$ cat src/design/swmr_pkg.sv
// Shared constants, command/status structs for the sliding-window message rate meter.
// Used by every module of the block; depends on nothing.
`timescale 1ns / 1ps

package swmr_pkg;

    // Window geometry.
    localparam int DEPTH   = 64;
    localparam int SLOT_W  = 6;
    localparam int FILL_W  = 7;

    // Field widths.
    localparam int STAMP_W = 63;
    localparam int SIZE_W  = 32;
    localparam int TOTAL_W = 38;
    localparam int AVG_W   = 40;
    localparam int RATE_W  = 28;
    localparam int GAP_W   = 32;

    // Configuration port.
    localparam int CFG_IDX_W  = 2;
    localparam int CFG_DATA_W = 32;
    localparam logic [CFG_IDX_W-1:0] CFG_GAP_LIMIT  = 2'd0;
    localparam logic [CFG_IDX_W-1:0] CFG_RATE_LIMIT = 2'd1;
    localparam logic [GAP_W-1:0]     GAP_LIMIT_RST  = 32'd10000000;
    localparam logic [RATE_W-1:0]    RATE_LIMIT_RST = 28'd256000;

    // Item kinds.
    localparam logic KIND_ARRIVAL = 1'b0;
    localparam logic KIND_QUERY   = 1'b1;

    // Divider: 46-bit numerator covers size_total * 256, 63-bit divisor covers elapsed time.
    localparam int NUM_W     = 46;
    localparam int DEN_W     = 63;
    localparam int DIV_CNT_W = 6;

    // Rate numerator: count * 256e6 fits in 34 bits for a count up to 64.
    localparam int RNUM_W = 34;
    localparam logic [RNUM_W-1:0] RATE_SCALE = 34'd256000000;

    // Staleness: (now - newest) * rate > 512e6, with the time difference cut to 29 bits.
    localparam int STALE_D_W = 29;
    localparam int PROD_W    = STALE_D_W + RATE_W;
    localparam logic [STALE_D_W-1:0] STALE_SCALE = 29'd512000000;

    typedef struct packed {
        logic capture;    // latch the accepted item
        logic update;     // store an arrival into the window
        logic div_start;  // launch the average and rate divisions
        logic rate_fin;   // clamp the rate and register the average
        logic mul_fin;    // register the staleness product
        logic out_load;   // load the output register
    } t_cmd;

    typedef struct packed {
        logic div_busy;
    } t_stat;

endpackage

$ cat src/design/swmr_ctrl.sv
// Controller state machine: sequences one item through store, divide,
// multiply and output load. Depends on swmr_pkg.
`timescale 1ns / 1ps

module swmr_ctrl (
    input  logic             i_clk,
    input  logic             i_rst_n,
    input  logic             i_in_valid,
    output logic             o_in_stall,
    output logic             o_out_valid,
    input  logic             i_out_stall,
    input  swmr_pkg::t_stat  i_stat,
    output swmr_pkg::t_cmd   o_cmd
);

    typedef enum logic [7:0] {
        S_IDLE   = 8'b00000001,
        S_READ   = 8'b00000010,
        S_UPDATE = 8'b00000100,
        S_START  = 8'b00001000,
        S_DIV    = 8'b00010000,
        S_RATE   = 8'b00100000,
        S_MUL    = 8'b01000000,
        S_DONE   = 8'b10000000
    } t_state;

    t_state r_state;
    t_state n_state;
    logic   r_out_valid;
    logic   accept;
    logic   out_free;

    assign accept   = (r_state == S_IDLE) && i_in_valid;
    assign out_free = !r_out_valid || !i_out_stall;

    always_comb begin
        n_state = r_state;
        case (r_state)
            S_IDLE: begin
                if (i_in_valid) begin
                    n_state = S_READ;
                end
            end
            S_READ: begin
                n_state = S_UPDATE;
            end
            S_UPDATE: begin
                n_state = S_START;
            end
            S_START: begin
                n_state = S_DIV;
            end
            S_DIV: begin
                if (!i_stat.div_busy) begin
                    n_state = S_RATE;
                end
            end
            S_RATE: begin
                n_state = S_MUL;
            end
            S_MUL: begin
                n_state = S_DONE;
            end
            S_DONE: begin
                if (out_free) begin
                    n_state = S_IDLE;
                end
            end
            default: begin
                n_state = S_IDLE;
            end
        endcase
    end

    always_ff @(posedge i_clk) begin
        if (!i_rst_n) begin
            r_state     <= S_IDLE;
            r_out_valid <= 1'b0;
        end else begin
            r_state <= n_state;
            if ((r_state == S_DONE) && out_free) begin
                r_out_valid <= 1'b1;
            end else if (!i_out_stall) begin
                r_out_valid <= 1'b0;
            end
        end
    end

    assign o_cmd.capture   = accept;
    assign o_cmd.update    = r_state == S_UPDATE;
    assign o_cmd.div_start = r_state == S_START;
    assign o_cmd.rate_fin  = (r_state == S_DIV) && !i_stat.div_busy;
    assign o_cmd.mul_fin   = r_state == S_RATE;
    assign o_cmd.out_load  = (r_state == S_DONE) && out_free;

    assign o_in_stall  = r_state != S_IDLE;
    assign o_out_valid = r_out_valid;

endmodule

$ cat config.mk
export PLATFORM = sky130hd
export DESIGN_NAME = swmr_ctrl
export DESIGN_NICKNAME = d
export VERILOG_FILES = /design/src/design/swmr_pkg.sv /design/src/design/swmr_ctrl.sv
export SDC_FILE = /design/constraint.sdc
export NUM_CORES = 1
export LEC_CHECK = 0
export ABC_AREA = 1
export ABC_CLOCK_PERIOD_IN_PS = 1290
export BUFFER_PORTS_ARGS = -buffer_cell sky130_fd_sc_hd__buf_2
export CORE_AREA = 3 3 40 42
export DETAILED_ROUTE_END_ITERATION = 6
export DIE_AREA = 0 0 43 45
export GPL_TIMING_DRIVEN = 1
export SYNTH_ARGS = -nofsm -noshare
export SYNTH_HDL_FRONTEND = slang
export SYNTH_SLANG_ARGS = --single-unit
$ cat constraint.sdc
create_clock -name i_clk -period 1.29 [get_ports i_clk]
set_input_delay 0.258 -clock i_clk [delete_from_list [all_inputs] [get_ports i_clk]]
set_output_delay 0.258 -clock i_clk [all_outputs]
set_load 0.05 [all_outputs]
Word level (Yosys, flattened, before mapping)
Index checks and enable logic that the tools add are counted.
{"block": "totals", "register_bits": 9, "inputBits": 5}
{"block": "classes", "eq_ne": 13, "n_mux": 6, "n_reduce_logical": 8}
{"op": "one-hot mux 8 bit (8 select lines)", "n": 1}
{"op": "2-to-1 mux 8 bit", "n": 3}
{"op": "equality test 8 x 1 -> 1 bit (second input constant)", "n": 1}
{"op": "equality test 8 x 2 -> 1 bit (second input constant)", "n": 1}
{"op": "equality test 8 x 3 -> 1 bit (second input constant)", "n": 1}
{"op": "equality test 8 x 4 -> 1 bit (second input constant)", "n": 1}
{"op": "equality test 8 x 5 -> 1 bit (second input constant)", "n": 1}
{"op": "equality test 8 x 6 -> 1 bit (second input constant)", "n": 1}
{"op": "equality test 8 x 7 -> 1 bit (second input constant)", "n": 1}
{"op": "equality test 8 bit (second input constant)", "n": 1}
{"op": "!= test 8 x 1 -> 1 bit (second input constant)", "n": 1}
{"op": "!= test 2 bit (second input constant)", "n": 3}
{"op": "logical AND 1 bit", "n": 3}
{"op": "zero test 1 bit", "n": 3}
{"op": "AND reduction 3 bit", "n": 1}
{"op": "2-to-1 mux 1 bit", "n": 2}
{"op": "!= test 2 x 1 -> 1 bit (second input constant)", "n": 1}
{"op": "logical OR 1 bit", "n": 1}

Longest topological paths before layout
Gate-level depths: netlist (run 1).
{"block": "depth", "depth_word": 4, "mapped_depth": 9}

Least setup slack after synthesis (run 1)
Ideal clock, no wire load.
{"block": "synth_path", "kind": "register to output", "from": "register r_state[7]", "to": "output port o_cmd[2] (netlist bit)", "arrival_time_ns": 1.397, "setup_slack_ns": -0.365, "path_stages_with_launch": 6, "cell_sequence": "dfxtp_1 > nor2_4 > nand2_1 > nor2_4 > inv_1 > nor2_1"}
{"item": "from (decl)", "line": "swmr_ctrl.sv:27", "source": "t_state r_state;"}
{"item": "from (signal assigned)", "line": "swmr_ctrl.sv:80", "source": "r_state <= n_state;"}
{"item": "to (decl)", "line": "swmr_ctrl.sv:13", "source": "output swmr_pkg::t_cmd o_cmd"}

==> results.sh, run 1 <==
export IMPL_status="complete, but fails checks"
export IMPL_violations="setup timing"
export IMPL_holdPathStages=2
export IMPL_finClkSkew_ps=1.229
export IMPL_die_w_um=43
export IMPL_postSynthAreaPerCell_um2=6.766
export IMPL_met1_usage_pct=16.46
export IMPL_die_area_mm2=0.001935
export IMPL_drive_above_1_share_pct=64.66
export IMPL_start_util_pct=42.65
export IMPL_gp_congestion=0.7188
export IMPL_r2r_setup_slack_ps=-50
export IMPL_period_share_pct=123.3
export IMPL_slew_limit_headroom_pct=81.18
export IMPL_critPathMaxStageDelay_ps=340
export IMPL_clk_latency_ps=270
export IMPL_syn_area_um2=548.0
export IMPL_fmax_mhz=628.9
export IMPL_grt_ovfl_total=0
export IMPL_wl_per_cell_um=10.39
export IMPL_hold_path_class="input port to flop"
export IMPL_io_buffers=12
export IMPL_seq_area_frac_synth_pct=32.88
export IMPL_clk_pin_slew_ps=70
export IMPL_grt_pass1_vias=534
export IMPL_clock_sinks=9
export IMPL_peakVddDrop_mv=0.7927
export IMPL_ant_nets=0
export IMPL_busiest_layer="met2"
export IMPL_final_max_slew_viol_count=0
export IMPL_yosys_warnings=0
export IMPL_ios=13
export IMPL_rsz0062_at_grt="yes"
export IMPL_power_mw=0.9551
export IMPL_netlist_instances=81
export IMPL_firstDrtPassIters=4
export IMPL_critPathSlowestCell="dfxtp_2"
export IMPL_routed_via_density=4.557
export IMPL_cts_inserted_buffers=3
export IMPL_worst_path_most_repeated_cell="nor2_4"
export IMPL_r2r_cells=10
export IMPL_drt_initial_drc_count=13
export IMPL_drc=0
export IMPL_p_per_area_mw_per_mm2=1030
export IMPL_final_common_cell="buf_4"
export IMPL_critPathArrivalTime_ps=1330
export IMPL_grt_pass1_wl_um=2132
export IMPL_finalSetupViolations=8
export IMPL_dp_final_hpwl_um=867.4
export IMPL_path_class="flop to primary output"
export IMPL_globalRouteMet3Util_pct=3.984
export IMPL_cts_root_buf="clkbuf_4"
export IMPL_antenna_found_initial=0
export IMPL_worstSetupStartpointType="flop"
export IMPL_crit_required_ps=1030
export IMPL_fp_coreArea_mm2=0.001285
export IMPL_synth_seq_cells=9
export IMPL_h_tree_depth=1
export IMPL_vias=597
export IMPL_wl_um=1361
export IMPL_drv_cap=0
export IMPL_diodes=0
export IMPL_areaGrowthSynthToFinish_pct=69.18
export IMPL_r2r_start="r_state[3]"
export IMPL_worstSetupEndpointType="primary output"
export IMPL_nNetsFinal=122
export IMPL_tightest_slew_ps=280.6
export IMPL_setup_slack_ps=-300.1
export IMPL_worst_r2r_endpoint="r_state[0]"
export IMPL_cp_cell_sequence="nor2_4 > nand2_2 > nor2_4 > inv_2 > nor2_2 > buf_6"
export IMPL_p_leak_nw=0.4535
export IMPL_die_height_um=45
export IMPL_clockBufferDepth=2
export IMPL_critical_path_max_fanout=3
export IMPL_core_rowCount=13
export IMPL_hold_viol=0
export IMPL_hp_start="i_stat"
export IMPL_synth_cell_type_count=17
export IMPL_min_period_ps=1590
export IMPL_synthesis_nets=86
export IMPL_grtUsageMet2_pct=25.75
export IMPL_cts_tree="built"
export IMPL_fillers=106
export IMPL_grt_max_degree=10
export IMPL_place_ws_ps=-101.2
export IMPL_globalRouteTotalUtil_pct=14.93
export IMPL_final_cell_mix="buf_4 (20), inv_1 (11), nor2_1 (11), nand2_1 (8)"
export IMPL_worstHoldEndpoint="r_state[5]"
## flip-flops by register name, summed over array words and instances, names as in the netlist
register     count
r_state          8
o_out_valid      1
## how the worst max path moves through the flow
stage,from,end,slack (ps)
global placement,r_state[2],o_cmd[1],-100
global route,r_state[3],o_cmd[2],-370
floorplan,r_state[7],o_cmd[5],-250
finish,r_state[3],o_cmd[2],-300
CTS,r_state[6],o_cmd[2],-290
detailed placement,r_state[2],o_cmd[1],-100
## layer usage
layer / routed length [µm] / share of wire (%)
met3: 64 / 4.7
met2: 699 / 51
met5: 0 / 0
met1: 575 / 42
met4: 22 / 1.6
## synthesized netlist by cell type
| master | n | share of area [%] |
|---|---|---|
| a211oi_2 | 1 | 2.3 |
| a21oi_1 | 3 | 2.7 |
| buf_4 | 2 | 2.7 |
| clkinv_1 | 1 | 0.68 |
| dfxtp_1 | 9 | 33 |
| inv_1 | 15 | 10 |
| inv_2 | 1 | 0.68 |
| nand2_1 | 12 | 8.2 |
| nand2_2 | 3 | 3.4 |
| nand2_4 | 1 | 2.1 |
| nand3_1 | 2 | 1.8 |
| nand3_2 | 2 | 3.7 |
| nand4_1 | 2 | 2.3 |
| nor2_1 | 16 | 11 |
| nor2_2 | 3 | 3.4 |
| nor2_4 | 4 | 8.2 |
| nor3_1 | 4 | 3.7 |
## kinds of logic after synthesis
group | Yosys count | share of synthesized area, %
buffers and inverters | 19 | 14.38
AND/OR/NAND/NOR | 49 | 47.72
flip-flops | 9 | 32.88
AO/OA/AOI/OAI | 4 | 5.022
## area by class of cell
type | instances | area, µm² | area share, %
Tap cell | 15 | 18.77 | 2.024
Clock buffer | 3 | 22.52 | 2.429
Timing Repair Buffer | 33 | 269.0 | 29.01
Sequential cell | 9 | 192.7 | 20.78
Multi-Input combinational cell | 53 | 351.6 | 37.92
Clock inverter | 1 | 5.005 | 0.5398
Inverter | 17 | 67.56 | 7.287
## per-stage QoR
| stage | std cells | cell area (µm²) | utilization, % | TNS, ps | hold WS (ps) |
|---|---|---|---|---|---|
| finish | 131 | 927.1 | 72.15 | -1775 | 183.1 |
| global route | 131 | 927.1 | 72.15 | -2498 | 179.4 |
| CTS | 129 | 882.1 | 68.65 | -1623 | 188.3 |
| detailed placement | 116 | 700.7 | 54.53 | -341.3 | 477.4 |
| global placement | 116 | 700.7 | 54.53 | -308.5 | 468.1 |
| floorplan | 81 | 561.8 | - | -397.5 | 337.0 |
## what timing repair did
action / in CTS / in global routing
pin swaps: 11 / 5
setup buffers: 9 / 2
resized for setup: 33 / 8
setup endpoints to repair: 7 / 11
endpoints found under the hold margin: 0 / 0
hold buffers: 0 / 0
## worst max-delay path, delay by kind of cell, from the launching register on
kind / cells / cell delay (ps)
buffers and inverters: 2 / 210
DFF: 1 / 340
and+or+nand+nor: 4 / 510
## report_power, final
| group | total [mW] | internal (mW) | switching [mW] |
|---|---|---|---|
| sequential | 0.318 | 0.298 | 0.0200 |
| clock | 0.232 | 0.115 | 0.118 |
| combinational | 0.405 | 0.187 | 0.218 |
| total | 0.955 | 0.600 | 0.356 |
Power figures use the tool's default switching activity.
==> run 2, diff against run 1 <==
ABC_AREA = unset   (was 1)
CTS_BUF_LIST = sky130_fd_sc_hd__clkbuf_4   (was unset)
==> results.sh, run 2 <==
export IMPL_status="complete, but fails checks"
export IMPL_r2r_setup_slack_ps=-290
export IMPL_r2r_cells=7
export IMPL_p_leak_nw=0.4088
export IMPL_hold_viol=0
export IMPL_async_reset_ff_share_pct=0
export IMPL_fp_coreArea_mm2=0.001285
export IMPL_synthDominantCellAreaShare_pct=32.65
export IMPL_drt_initial_drc_count=5
export IMPL_power_mw=1.074
export IMPL_globalRouteTotalUtil_pct=20.67
export IMPL_tightest_slew_ps=329.2
export IMPL_dr_wl_met2_um=801
export IMPL_hold_path_class="input port to flop"
export IMPL_vias=581
export IMPL_combPwrFrac_pct=47.6
export IMPL_synth_cell_type_count=31
export IMPL_clk_pin_slew_ps=70
export IMPL_cp_cell_sequence="nor4_4 > nand2b_4 > nor4b_4 > buf_6"
export IMPL_met1_length_um=730
export IMPL_wl_per_cell_um=14.80
export IMPL_synth_area_mux_share_pct=1.814
export IMPL_clock_sinks=9
export IMPL_switchingPower_mw=0.4021
export IMPL_ios=13
export IMPL_seqPwrFrac_pct=29.2
export IMPL_final_max_slew_viol_count=0
export IMPL_core_rowCount=13
export IMPL_postSynthAreaPerCell_um2=9.196
export IMPL_setup_slack_ps=-543.2
export IMPL_synth_seq_cells=9
export IMPL_worstSetupEndpointType="primary output"
export IMPL_crit_start="r_state[1]"
export IMPL_synth_most_common_cell="dfxtp_1"
export IMPL_critPathArrivalTime_ps=1580
export IMPL_peakVddDrop_mv=1.354
export IMPL_die_w_um=43
export IMPL_clockBufferDepth=2
export IMPL_areaGrowthSynthToFinish_pct=82.54
export IMPL_synthXorXnorAreaFrac_pct=1.587
export IMPL_met3_length_um=100
export IMPL_netlist_instances=60
export IMPL_dp_final_hpwl_um=1164
export IMPL_highest_layer="met4"
export IMPL_slew_limit_headroom_pct=77.82
export IMPL_syn_area_um2=551.8
export IMPL_drive_above_1_share_pct=63.54
export IMPL_synth_compound_area_share_pct=13.83
export IMPL_p_int_mw=0.6715
export IMPL_largest_reg_flops=8
export IMPL_start_util_pct=42.94
export IMPL_clk_latency_ps=270
export IMPL_nNetsFinal=102
export IMPL_switching_share_pct=37.45
export IMPL_grt_pass1_vias=574
export IMPL_drv_cap=0
export IMPL_io_buffers=12
export IMPL_endpoint="o_cmd[4]"
export IMPL_fillers=94
export IMPL_grt_ovfl_total=0
export IMPL_synth_edf_count=0
export IMPL_h_tree_depth=1
export IMPL_holdPathStages=2
export IMPL_violations="setup timing"
export IMPL_synth_fa_ha_area_share_pct=0
export IMPL_critical_path_max_fanout=4
export IMPL_post_route_util_pct=78.38
export IMPL_final_common_cell="buf_4"
export IMPL_min_period_ps=1833
export IMPL_clkPwrFrac_pct=23.3
export IMPL_synthSimpleGateAreaFrac_pct=43.31
export IMPL_worst_r2r_endpoint="r_state[6]"
export IMPL_die_area_mm2=0.001935
export IMPL_ant_nets=0
export IMPL_synth_top_family_by_area="simple AND/OR/NAND/NOR gates"
export IMPL_fmax_mhz=545.5
export IMPL_cts_root_buf="clkbuf_4"
export IMPL_period_share_pct=142.1
export IMPL_ys_top_cells_by_area="dfxtp_1 (33%), nor4b_4 (8.6%), nor2_1 (5.4%)"
export IMPL_gp_congestion=0.7776
export IMPL_grt_pass1_wl_um=2870
export IMPL_die_height_um=45
export IMPL_wl_um=1643
export IMPL_final_cell_mix="buf_4 (20), buf_6 (8), nor2_1 (7), nand2_1 (6), buf_2 (5)"
export IMPL_yosys_warnings=0
export IMPL_finalSetupViolations=13
export IMPL_ys_flop_type="dfxtp_1"
export IMPL_drc=0
export IMPL_critPathSlowestCell="nor4_4"
export IMPL_routed_via_density=5.234
export IMPL_finClkSkew_ps=5.383
export IMPL_firstDrtPassIters=4
export IMPL_path_class="flop to primary output"
export IMPL_antenna_found_initial=0
export IMPL_crit_required_ps=1030
export IMPL_rsz0062_at_grt="yes"
export IMPL_cts_tree="built"
export IMPL_cts_inserted_buffers=3
export IMPL_r2r_start="r_state[2]"
export IMPL_critPathMaxStageDelay_ps=350
export IMPL_p_per_area_mw_per_mm2=1066
export IMPL_seq_area_frac_synth_pct=32.65
export IMPL_grt_max_degree=8
export IMPL_synthesis_nets=65
export IMPL_diodes=0
export IMPL_top_register="r_state"
export IMPL_worstSetupStartpointType="flop"
export IMPL_synthTopCellsByCount="dfxtp_1 (9), nor2_1 (8), nand2_1 (6), nor3_1 (4), inv_1 (3)"
export IMPL_yosys_area_top_type="dfxtp_1"
-- run 2: cell types whose count changed after synthesis, moves of 3 or more --
cell / delta
nor2_4: -4
nand2_1: -6
nor2_2: -3
inv_1: -12
nand2_2: -3
nor2_1: -8
-- run 2: power by group through the flow --
stage	registers, mW	clock network (mW)	logic (mW)
after floorplan	0.334	0	0.236
after global placement	0.319	0	0.361
after detailed placement	0.321	0	0.370
after CTS	0.315	0.255	0.463
after global routing	0.314	0.274	0.541
final	0.313	0.250	0.511
-- run 2: what timing repair did --
| item | in CTS | in global routing |
|---|---|---|
| pin swaps | 3 | 6 |
| endpoints found under the setup margin | 12 | 13 |
| gates resized for setup | 25 | 8 |
| hold buffers | 0 | 0 |
| buffers inserted | 2 | 6 |
-- run 2: logic make-up after synthesis --
logic type	Yosys count
and+or+nand+nor	33
AOI/OAI and AO/OA	10
DFF	9
buffers and inverters	6
xor gates and xnor gates	1
muxes	1
-- run 2: worst min-delay path by stage --
stage | from | to
6_report | i_rst_n | r_state[3]
5_1_grt | i_rst_n | r_state[3]
4_1_cts | i_rst_n | r_state[3]
3_5_place_dp | r_state[1] | r_state[7]
3_3_place_gp | r_state[1] | r_state[7]
2_1_floorplan | i_rst_n | r_state[3]
-- run 2: metrics by stage --
stage               cells  worst slack [ps]  hold slack [ps]  TNS, ps  area [µm²]
finish                111            -543.2            300.4    -4542        1007
global route          111            -614.0            313.6    -5422        1007
CTS                   108            -514.2            295.3    -3864       944.7
detailed placement    102            -297.4            543.8    -2302       795.8
global placement      102            -287.3            540.4    -2075       795.8
floorplan              60            -411.3            384.0    -2663       615.6
-- run 2: layout make-up --
type                            count  area (µm²)  area share (%)
Timing Repair Buffer               35       300.3           29.81
Multi-Input combinational cell     45       450.4           44.72
Tap cell                           15       18.77           1.863
Clock buffer                        4       30.03           2.981
Sequential cell                     9       192.7           19.13
Inverter                            3       15.01           1.491
-- run 2: layer usage --
layer | global-route usage [%] | up-vias
li1 | - | 292
met1 | 25.92 | 269
met2 | 34.13 | 18
met3 | 7.171 | 2
met4 | 5.422 | 0
met5 | 0 | -
-- run 2: critical path: cells and delay by family, from the launching register on --
| family | cells | cell delay (ps) |
|---|---|---|
| buf+inv | 1 | 200 |
| flops | 1 | 340 |
| simple gates | 3 | 770 |
